===== src/design/dywd_pkg.sv =====
`default_nettype none
// ----------------------------------------------------------------------------
// dywd_pkg
// Shared widths, constants, types and the month boundary table of the
// day-of-year to date and weekday converter.
// ----------------------------------------------------------------------------
package dywd_pkg;

   localparam int YEAR_W  = 14;
   localparam int DOY_W   = 9;
   localparam int MONTH_W = 4;
   localparam int DOM_W   = 5;
   localparam int WDAY_W  = 3;

   localparam logic [YEAR_W-1:0] EPOCH_YEAR = 14'd1900;
   // leap years in 1..1899
   localparam logic [15:0] LEAPS_BEFORE_EPOCH = 16'd460;

   // n / 100 as (n * 5243) >> 19, exact for n below 43690
   localparam int DIV100_MUL_W  = 13;
   localparam logic [DIV100_MUL_W-1:0] DIV100_MUL = 13'd5243;
   localparam int DIV100_PROD_W = 27;
   localparam int DIV100_SHIFT  = 19;
   localparam int Q100_W        = DIV100_PROD_W - DIV100_SHIFT;

   // weekday sum, fits 15 bits for every year up to 16383
   localparam int WSUM_W = 15;
   localparam int SUM_W  = 16;

   // t / 7 as (t * 18725) >> 17, exact for t below 43690
   localparam logic [WSUM_W-1:0] DIV7_MUL = 15'd18725;
   localparam int DIV7_PROD_W = 30;
   localparam int DIV7_SHIFT  = 17;
   localparam int Q7_W        = DIV7_PROD_W - DIV7_SHIFT;

   localparam int MONTHS = 12;

   // last day number of each month in a common year
   localparam logic [DOY_W-1:0] MONTH_END [0:MONTHS-1] = '{
      9'd31, 9'd59, 9'd90, 9'd120, 9'd151, 9'd181,
      9'd212, 9'd243, 9'd273, 9'd304, 9'd334, 9'd365
   };

   typedef struct packed {
      logic [DOY_W-1:0]  dn;
      logic              leap;
      logic              invalid;
      logic [WSUM_W-1:0] wsum;
   } mid_type;

   function automatic logic [DOY_W-1:0] month_end(input logic [MONTH_W-1:0] idx,
                                                  input logic leap);
      logic [DOY_W-1:0] base;
      base = (idx > MONTH_W'(MONTHS - 1)) ? MONTH_END[MONTHS-1] : MONTH_END[idx];
      // february 29 shifts every month end from february on
      if (leap && (idx != '0)) begin
         base = base + DOY_W'(1);
      end
      return base;
   endfunction

endpackage

`default_nettype wire


===== src/design/dywd_if.sv =====
`default_nettype none
// ----------------------------------------------------------------------------
// dywd request and response channels
// Valid/ready channels carrying the converter's request and response.
// ----------------------------------------------------------------------------
interface dywd_req_if import dywd_pkg::*; ();
   logic               valid;
   logic               ready;
   logic [YEAR_W-1:0]  year;
   logic [DOY_W-1:0]   day_of_year;

   modport source (output valid, year, day_of_year, input ready);
   modport sink   (input valid, year, day_of_year, output ready);
endinterface

interface dywd_rsp_if import dywd_pkg::*; ();
   logic               valid;
   logic               ready;
   logic [MONTH_W-1:0] month;
   logic [DOM_W-1:0]   day_of_month;
   logic [WDAY_W-1:0]  weekday;
   logic               invalid;

   modport source (output valid, month, day_of_month, weekday, invalid, input ready);
   modport sink   (input valid, month, day_of_month, weekday, invalid, output ready);
endinterface

`default_nettype wire


===== src/design/dywd_front.sv =====
`default_nettype none
// ----------------------------------------------------------------------------
// dywd_front
// Stages one and two: year divided by 100, leap rule, range check and the
// weekday sum of whole years before the given one plus its day number.
// ----------------------------------------------------------------------------
module dywd_front import dywd_pkg::*; (
   input  wire logic              clock,
   input  wire logic              reset,
   input  wire logic              in_valid,
   output logic                   in_ready,
   input  wire logic [YEAR_W-1:0] in_year,
   input  wire logic [DOY_W-1:0]  in_dn,
   output logic                   out_valid,
   input  wire logic              out_ready,
   output mid_type                out_data
);

   logic                     a_valid_ff, a_valid_in;
   logic [YEAR_W-1:0]        a_year_ff;
   logic [DOY_W-1:0]         a_dn_ff;
   logic [DIV100_PROD_W-1:0] a_prod_ff, a_prod_in;
   logic                     b_valid_ff, b_valid_in;
   mid_type                  b_mid_ff, b_mid_in;

   logic                     en_a, en_b;
   logic [YEAR_W-1:0]        in_nm1, a_nm1, r100;
   logic [Q100_W-1:0]        q100;
   logic                     cent, leap, after;
   logic [SUM_W-1:0]         t;
   logic [DOY_W-1:0]         ylen;

   assign en_b     = !b_valid_ff || out_ready;
   assign en_a     = !a_valid_ff || en_b;
   assign in_ready = en_a;

   assign in_nm1    = in_year - YEAR_W'(1);
   assign a_prod_in = DIV100_PROD_W'(in_nm1) * DIV100_PROD_W'(DIV100_MUL);
   assign a_valid_in = en_a ? in_valid : a_valid_ff;

   // year - 1 split into hundreds and remainder
   assign a_nm1 = a_year_ff - YEAR_W'(1);
   assign q100  = a_prod_ff[DIV100_PROD_W-1:DIV100_SHIFT];
   assign r100  = a_nm1 - YEAR_W'(q100) * YEAR_W'(100);
   // year is a multiple of 100 when year - 1 ends in 99
   assign cent  = (r100 == YEAR_W'(99));
   assign leap  = (a_year_ff == '0)
               || ((a_year_ff[1:0] == 2'b00) && !cent)
               || (cent && (q100[1:0] == 2'b11));
   assign ylen  = leap ? DOY_W'(366) : DOY_W'(365);
   assign after = (a_year_ff > EPOCH_YEAR);

   // 365 = 1 mod 7, so each past year adds one plus its leap day
   assign t = SUM_W'(a_year_ff) - SUM_W'(EPOCH_YEAR) + SUM_W'(a_nm1[YEAR_W-1:2])
            - SUM_W'(q100) + SUM_W'(q100[Q100_W-1:2]) - LEAPS_BEFORE_EPOCH
            + SUM_W'(a_dn_ff);

   always_comb begin
      b_mid_in.dn      = a_dn_ff;
      b_mid_in.leap    = leap;
      b_mid_in.invalid = (a_dn_ff == '0) || (a_dn_ff > ylen);
      b_mid_in.wsum    = after ? t[WSUM_W-1:0] : WSUM_W'(a_dn_ff);
   end

   assign b_valid_in = en_b ? a_valid_ff : b_valid_ff;

   always_ff @(posedge clock) begin
      if (reset) begin
         a_valid_ff <= 1'b0;
         b_valid_ff <= 1'b0;
      end else begin
         a_valid_ff <= a_valid_in;
         b_valid_ff <= b_valid_in;
      end
   end

   always_ff @(posedge clock) begin
      if (en_a) begin
         a_year_ff <= in_year;
         a_dn_ff   <= in_dn;
         a_prod_ff <= a_prod_in;
      end
      if (en_b) begin
         b_mid_ff <= b_mid_in;
      end
   end

   assign out_valid = b_valid_ff;
   assign out_data  = b_mid_ff;

endmodule

`default_nettype wire


===== src/design/dywd_back.sv =====
`default_nettype none
// ----------------------------------------------------------------------------
// dywd_back
// Stages three and four: month search, weekday sum modulo 7 and the
// response register.
// ----------------------------------------------------------------------------
module dywd_back import dywd_pkg::*; (
   input  wire logic          clock,
   input  wire logic          reset,
   input  wire logic          in_valid,
   output logic               in_ready,
   input  wire mid_type       in_data,
   output logic               out_valid,
   input  wire logic          out_ready,
   output logic [MONTH_W-1:0] out_month,
   output logic [DOM_W-1:0]   out_dom,
   output logic [WDAY_W-1:0]  out_weekday,
   output logic               out_invalid
);

   logic                   c_valid_ff, c_valid_in;
   logic [DOY_W-1:0]       c_dn_ff;
   logic                   c_leap_ff;
   logic                   c_invalid_ff;
   logic [WSUM_W-1:0]      c_wsum_ff;
   logic [DIV7_PROD_W-1:0] c_prod_ff, c_prod_in;
   logic [MONTH_W-1:0]     c_idx_ff, c_idx_in;

   logic                   d_valid_ff, d_valid_in;
   logic [MONTH_W-1:0]     d_month_ff, d_month_in;
   logic [DOM_W-1:0]       d_dom_ff, d_dom_in;
   logic [WDAY_W-1:0]      d_wday_ff, d_wday_in;
   logic                   d_invalid_ff;

   logic                   en_c, en_d;
   logic [Q7_W-1:0]        q7;
   logic [WSUM_W-1:0]      r7;
   logic [DOY_W-1:0]       start, dom_full;

   assign en_d     = !d_valid_ff || out_ready;
   assign en_c     = !c_valid_ff || en_d;
   assign in_ready = en_c;

   assign c_prod_in  = DIV7_PROD_W'(in_data.wsum) * DIV7_PROD_W'(DIV7_MUL);
   assign c_valid_in = en_c ? in_valid : c_valid_ff;

   // month index = number of month ends already passed
   always_comb begin
      c_idx_in = '0;
      for (int i = 0; i < MONTHS - 1; i++) begin
         if (in_data.dn > month_end(MONTH_W'(i), in_data.leap)) begin
            c_idx_in = c_idx_in + MONTH_W'(1);
         end
      end
   end

   assign q7       = c_prod_ff[DIV7_PROD_W-1:DIV7_SHIFT];
   assign r7       = c_wsum_ff - WSUM_W'(q7) * WSUM_W'(7);
   assign start    = (c_idx_ff == '0) ? '0 : month_end(c_idx_ff - MONTH_W'(1), c_leap_ff);
   assign dom_full = c_dn_ff - start;

   always_comb begin
      if (c_invalid_ff) begin
         d_month_in = '0;
         d_dom_in   = '0;
         d_wday_in  = '0;
      end else begin
         d_month_in = c_idx_ff + MONTH_W'(1);
         d_dom_in   = dom_full[DOM_W-1:0];
         d_wday_in  = r7[WDAY_W-1:0];
      end
   end

   assign d_valid_in = en_d ? c_valid_ff : d_valid_ff;

   always_ff @(posedge clock) begin
      if (reset) begin
         c_valid_ff <= 1'b0;
         d_valid_ff <= 1'b0;
      end else begin
         c_valid_ff <= c_valid_in;
         d_valid_ff <= d_valid_in;
      end
   end

   always_ff @(posedge clock) begin
      if (en_c) begin
         c_dn_ff      <= in_data.dn;
         c_leap_ff    <= in_data.leap;
         c_invalid_ff <= in_data.invalid;
         c_wsum_ff    <= in_data.wsum;
         c_prod_ff    <= c_prod_in;
         c_idx_ff     <= c_idx_in;
      end
      if (en_d) begin
         d_month_ff   <= d_month_in;
         d_dom_ff     <= d_dom_in;
         d_wday_ff    <= d_wday_in;
         d_invalid_ff <= c_invalid_ff;
      end
   end

   assign out_valid   = d_valid_ff;
   assign out_month   = d_month_ff;
   assign out_dom     = d_dom_ff;
   assign out_weekday = d_wday_ff;
   assign out_invalid = d_invalid_ff;

endmodule

`default_nettype wire


===== src/design/day_of_year_to_date_weekday_top.sv =====
`default_nettype none
// ----------------------------------------------------------------------------
// day_of_year_to_date_weekday_top
// Converts a Gregorian year and day number into month, day of month and
// weekday (0 = Sunday), flagging day numbers outside the year.
//
//   channel  dir  handshake      payload
//   req_ch   in   valid / ready  year[13:0], day_of_year[8:0]
//   rsp_ch   out  valid / ready  month[3:0], day_of_month[4:0], weekday[2:0],
//                                invalid
//
// One request per cycle unless a stalled response holds the stages; each request passes every stage register in turn.
// The four stages follow the two constant multiplies (by 1/100, by 1/7),
// each with a register behind it.
// Synchronous reset clears the stage valid bits only.
// Each stage holds while the next is full and stalled; empty stages still
// fill, so up to three more requests are taken while a response waits.
// ----------------------------------------------------------------------------
module day_of_year_to_date_weekday_top import dywd_pkg::*; (
   input  wire logic   clock,
   input  wire logic   reset,
   dywd_req_if.sink    req_ch,
   dywd_rsp_if.source  rsp_ch
);

   logic    mid_valid, mid_ready;
   mid_type mid_data;

   dywd_front u_front (
      .clock     (clock),
      .reset     (reset),
      .in_valid  (req_ch.valid),
      .in_ready  (req_ch.ready),
      .in_year   (req_ch.year),
      .in_dn     (req_ch.day_of_year),
      .out_valid (mid_valid),
      .out_ready (mid_ready),
      .out_data  (mid_data)
   );

   dywd_back u_back (
      .clock       (clock),
      .reset       (reset),
      .in_valid    (mid_valid),
      .in_ready    (mid_ready),
      .in_data     (mid_data),
      .out_valid   (rsp_ch.valid),
      .out_ready   (rsp_ch.ready),
      .out_month   (rsp_ch.month),
      .out_dom     (rsp_ch.day_of_month),
      .out_weekday (rsp_ch.weekday),
      .out_invalid (rsp_ch.invalid)
   );

endmodule

`default_nettype wire


===== src/flat_wrapper.sv =====
// flat-port wrapper written by rule: the top's interface ports become plain ports
module day_of_year_to_date_weekday_top_flat import dywd_pkg::*;
  (clock, reset, req_ch_valid, req_ch_year, req_ch_day_of_year, req_ch_ready, rsp_ch_valid, rsp_ch_month, rsp_ch_day_of_month, rsp_ch_weekday, rsp_ch_invalid, rsp_ch_ready);
  dywd_req_if req_ch_i ();
  dywd_rsp_if rsp_ch_i ();
  input  wire logic clock;
  input  wire logic reset;
  input wire logic [$bits(req_ch_i.valid)-1:0] req_ch_valid;
  input wire logic [$bits(req_ch_i.year)-1:0] req_ch_year;
  input wire logic [$bits(req_ch_i.day_of_year)-1:0] req_ch_day_of_year;
  output wire logic [$bits(req_ch_i.ready)-1:0] req_ch_ready;
  output wire logic [$bits(rsp_ch_i.valid)-1:0] rsp_ch_valid;
  output wire logic [$bits(rsp_ch_i.month)-1:0] rsp_ch_month;
  output wire logic [$bits(rsp_ch_i.day_of_month)-1:0] rsp_ch_day_of_month;
  output wire logic [$bits(rsp_ch_i.weekday)-1:0] rsp_ch_weekday;
  output wire logic [$bits(rsp_ch_i.invalid)-1:0] rsp_ch_invalid;
  input wire logic [$bits(rsp_ch_i.ready)-1:0] rsp_ch_ready;
  assign req_ch_i.valid = req_ch_valid;
  assign req_ch_i.year = req_ch_year;
  assign req_ch_i.day_of_year = req_ch_day_of_year;
  assign req_ch_ready = req_ch_i.ready;
  assign rsp_ch_valid = rsp_ch_i.valid;
  assign rsp_ch_month = rsp_ch_i.month;
  assign rsp_ch_day_of_month = rsp_ch_i.day_of_month;
  assign rsp_ch_weekday = rsp_ch_i.weekday;
  assign rsp_ch_invalid = rsp_ch_i.invalid;
  assign rsp_ch_i.ready = rsp_ch_ready;
  day_of_year_to_date_weekday_top u_core (.clock(clock), .reset(reset), .req_ch(req_ch_i), .rsp_ch(rsp_ch_i));
endmodule

===== config.mk =====
export PLATFORM = sky130hd
export DESIGN_NAME = day_of_year_to_date_weekday_top_flat
export DESIGN_NICKNAME = d
export VERILOG_FILES = /design/src/design/dywd_pkg.sv /design/src/design/dywd_if.sv /design/src/design/dywd_front.sv /design/src/design/dywd_back.sv /design/src/design/day_of_year_to_date_weekday_top.sv /design/src/flat_wrapper.sv
export SDC_FILE = /design/constraint.sdc
export NUM_CORES = 1
export LEC_CHECK = 0
export BUFFER_PORTS_ARGS = -buffer_cell sky130_fd_sc_hd__buf_2
export CORE_MARGIN = 2
export CORE_UTILIZATION = 60
export CTS_CLUSTER_DIAMETER = 30
export DETAILED_ROUTE_END_ITERATION = 7
export HOLD_SLACK_MARGIN = 0.03
export PLACE_DENSITY = 0.8
export SLEW_MARGIN = 20
export SYNTH_ARGS = -nofsm -noshare
export SYNTH_HDL_FRONTEND = slang
export SYNTH_SLANG_ARGS = --single-unit
export TNS_END_PERCENT = 1

===== constraint.sdc =====
create_clock -name clock -period 16.37 [get_ports clock]
set_input_delay 1.637 -clock clock [delete_from_list [all_inputs] [get_ports clock]]
set_output_delay 1.637 -clock clock [all_outputs]
set_load 0.05 [all_outputs]

==> parameters.txt <==
Parameter                              Value

Placement
  DP Cell Count    1,550
  Post-placement worst setup slack    7.76 ns
  HPWL Detailed    20,800 um
  PortBufs    41
  Final Wtd Congestion    0.877

Worst setup path
  Kind of end point of the critical path    flop
  Kind of critical path    in -> reg
  Length in cells of the worst reg-to-reg path    31
  Arrival time of data at the critical path endpoint    8.35 ns
  Worst setup path start    req_ch_year[2]
  Endpoint required time on the critical path    16.47 ns
  Slack of the worst reg-to-reg path    8.73 ns
  Element type at the critical path start    input port
  Startpoint of the lowest-slack register-to-register path    u_core.u_front.out_data[16]$_DFFE_PP_
  Endpoint of the worst setup timing path    u_core.u_front.a_prod_ff[26]$_DFFE_PP_
  Worst reg2reg path endpoint    u_core.u_back.c_idx_ff[1]$_DFFE_PP_
  CP max FO    6

STA
  Final count of hold timing violations    0
  RSZ-0062 raised after global routing    no
  Tightest hold margin    0.447 ns
  Worst-case headroom to the max-slew limit    35.9%
  Shortest period the worst path allows    8.24 ns
  Slew Viols, Final    0
  Setup TNS    0 ns
  Final cycle utilization of the critical path    50.3%
  Setup-failing EPs final    0
  Slew of the pin with the lowest slew margin    0.960 ns
  Max Clk Rate    121 MHz
  Final worst slack    8.13 ns
  Worst clock skew    0.00566 ns

Floorplanning
  Die Wd    149 um
  Area of the core    20,800 sq um
  Height of the die    149 um
  Number of top-level pins    42
  Die Footprint    22,200 sq um
  Initial core utilization    60.7%
  FP Rows    53

Synthesis
  Cell accounting for the most synthesized area    ha_1
  Most frequent cells after synthesis    inv_1 (266), ha_1 (265), fa_1 (120)
  Cell types occupying the most area after synthesis    ha_1 (26%), edfxtp_1 (21%), fa_1 (19%)
  Top-area cell type share of the netlist area    26.2%
  Register bit total from synthesis    91
  Post-Syn Area    12,600 sq um
  Most used flip-flop cell after synthesis    edfxtp_1
  Share of the yosys chip area belonging to registers    21.3%
  Distinct cells, synth    68
  Most frequent cell after synthesis    inv_1
  Number of standard cells after synthesis    1,241
  Synthesized area divided by synthesized cell count    10.2 sq um
  EDFF count, synth    87
  Synth Net Count    1,653
  Synth Warn #    0
  Share of flip-flops with an asynchronous set or reset    0%

Layout
  NumNets Final    1,698
  Diode insertion count for antenna repair    0
  Fraction of layout cells with a size suffix above 1    6.51%
  Number of filler instances in the final layout    1,667
  Final std cells w/o fill    1,566
  Layout overhead on the synthesized area    6.28%

CTS
  Source-to-sink clock delay at the later pin of the worst-skew pair    0.35 ns
  Hold buffers post-CTS    0
  Clk sinks    91
  Worst-case clock buffer depth    2
  Setup Fix Bufs, Post-CTS    0
  Total CTS buffers    9
  CTS tree    built
  CTS H-Tree Depth    3
  Clock transition at the registers of the reported paths    0.07 ns
  Buffer type at the clock tree root    clkbuf_16
  Post_cts resized    0

Global route
  Maximum number of pins on one net before global-route repair    33
  Tot GR Track Use    23.4%
  Global-route wire length before repair    41,200 um
  Antenna violations before repair    0
  Vias in the first global route    8,966
  Overflow left after global routing    0

Route
  Mean number of vias per cell    5.46
  Average wire length per cell after detail routing    15.5 um
  Number of detailed-route iterations in the first pass    4
  WL final    24,300 um
  Iteration-0 DRC count of the detailed router    390
  Number of remaining DRC errors    0
  Count of nets left with antenna violations after detail routing    0
  Total via count after detailed routing    8,549

Run status
  Result of the run    finished clean

Flow run
  Max-Cap Viols    0

Worst hold path
  Kind of path behind the tightest hold check    reg -> reg
  Hold Path Depth    0
-- area by class of cell --
cell class              instances  area (sq um)  area share [%]
flip-flops and latches         91          2690            20.0
repair buffers                 45           235            1.75
well taps                     275           344            2.56
clock buffers                  10           229            1.70
multi-input cells             873          8900            66.2
clock inverters                 6          41.3           0.307
inverters                     266           998            7.43
-- through the flow --
stage	area [sq um]	utilization, %
3_5_place_dp	13200	63.2
4_1_cts	13400	64.5
6_report	13400	64.5
5_1_grt	13400	64.5
3_3_place_gp	13200	63.2
2_1_floorplan	12600	-
-- flip-flops by register name, summed over array words and instances, names as in the netlist, 3 cells and up --
name,cells
u_core.u_front.out_data,26
u_core.u_back.out_weekday,3
u_core.u_front.a_year_ff,14
u_core.u_back.out_dom,5
u_core.u_back.c_idx_ff,4
u_core.u_back.c_prod_ff,3
u_core.u_front.a_prod_ff,8
u_core.u_back.c_wsum_ff,3
u_core.u_back.out_month,4
u_core.u_front.a_dn_ff,9
u_core.u_back.c_dn_ff,5
-- routing by layer --
layer	global-route usage (%)	wire, um	vias to the layer above
met5	0	0	-
met4	8.48	715	0
met3	3.21	791	51
met2	43.3	12700	153
met1	27.5	10000	4108
li1	-	-	4237
-- worst max-delay path, stage by stage --
cell	delay (ns)
buf_2	0.13
nor4_1	0.77
nand2_1	0.26
or4_1	0.48
xnor2_1	0.66
ha_1	0.40
fa_1	0.51
inv_1	0.05
fa_1	0.49
inv_1	0.05
fa_1	0.47
fa_1	0.50
ha_1	0.24
nor4_1	0.30
nand2_1	0.11
o211a_1	0.23
a31oi_1	0.35
o31ai_1	0.16
nor2_1	0.17
o21bai_1	0.11
a21oi_1	0.19
xnor2_1	0.07
-- layout by cell type, fill, tap and decap left out, types with 5 or more instances in the layout --
cell type,n
a21boi_0,5
a21o_1,13
a21oi_1,42
a31oi_1,5
and2_1,7
and3_1,5
buf_2,41
clkbuf_16,9
edfxtp_1,87
fa_1,120
ha_1,265
inv_1,266
nand2_1,51
nand2b_1,6
nand3_1,14
nor2_1,66
nor2b_1,14
nor3_1,22
nor4_1,9
o211ai_1,5
o21a_1,9
o21ai_0,36
o31ai_1,7
or2_2,5
xnor2_1,63
xor2_1,32
-- worst min-delay path by stage --
stage / start / to
floorplan: u_core.u_front.out_data[15]$_DFFE_PP_ / u_core.u_back.c_invalid_ff$_DFFE_PP_
global placement: u_core.u_front.out_data[15]$_DFFE_PP_ / u_core.u_back.c_invalid_ff$_DFFE_PP_
detailed placement: u_core.u_front.out_data[15]$_DFFE_PP_ / u_core.u_back.c_invalid_ff$_DFFE_PP_
CTS: u_core.u_front.out_data[15]$_DFFE_PP_ / u_core.u_back.c_invalid_ff$_DFFE_PP_
global route: u_core.u_front.out_data[15]$_DFFE_PP_ / u_core.u_back.c_invalid_ff$_DFFE_PP_
finish: u_core.u_front.out_data[15]$_DFFE_PP_ / u_core.u_back.c_invalid_ff$_DFFE_PP_
-- cell families after synthesis --
family	share of synthesized area (%)
AO/OA/AOI/OAI	8.64
XOR/XNOR	7.40
adder cells (fa/ha/maj)	45.2
buffers and inverters	8.33
flip-flops	21.3
multiplexers	0.574
AND/OR/NAND/NOR	8.52
Power is not shown: default switching activity piles up to over one toggle a cycle in this logic, so the estimate is an artifact.
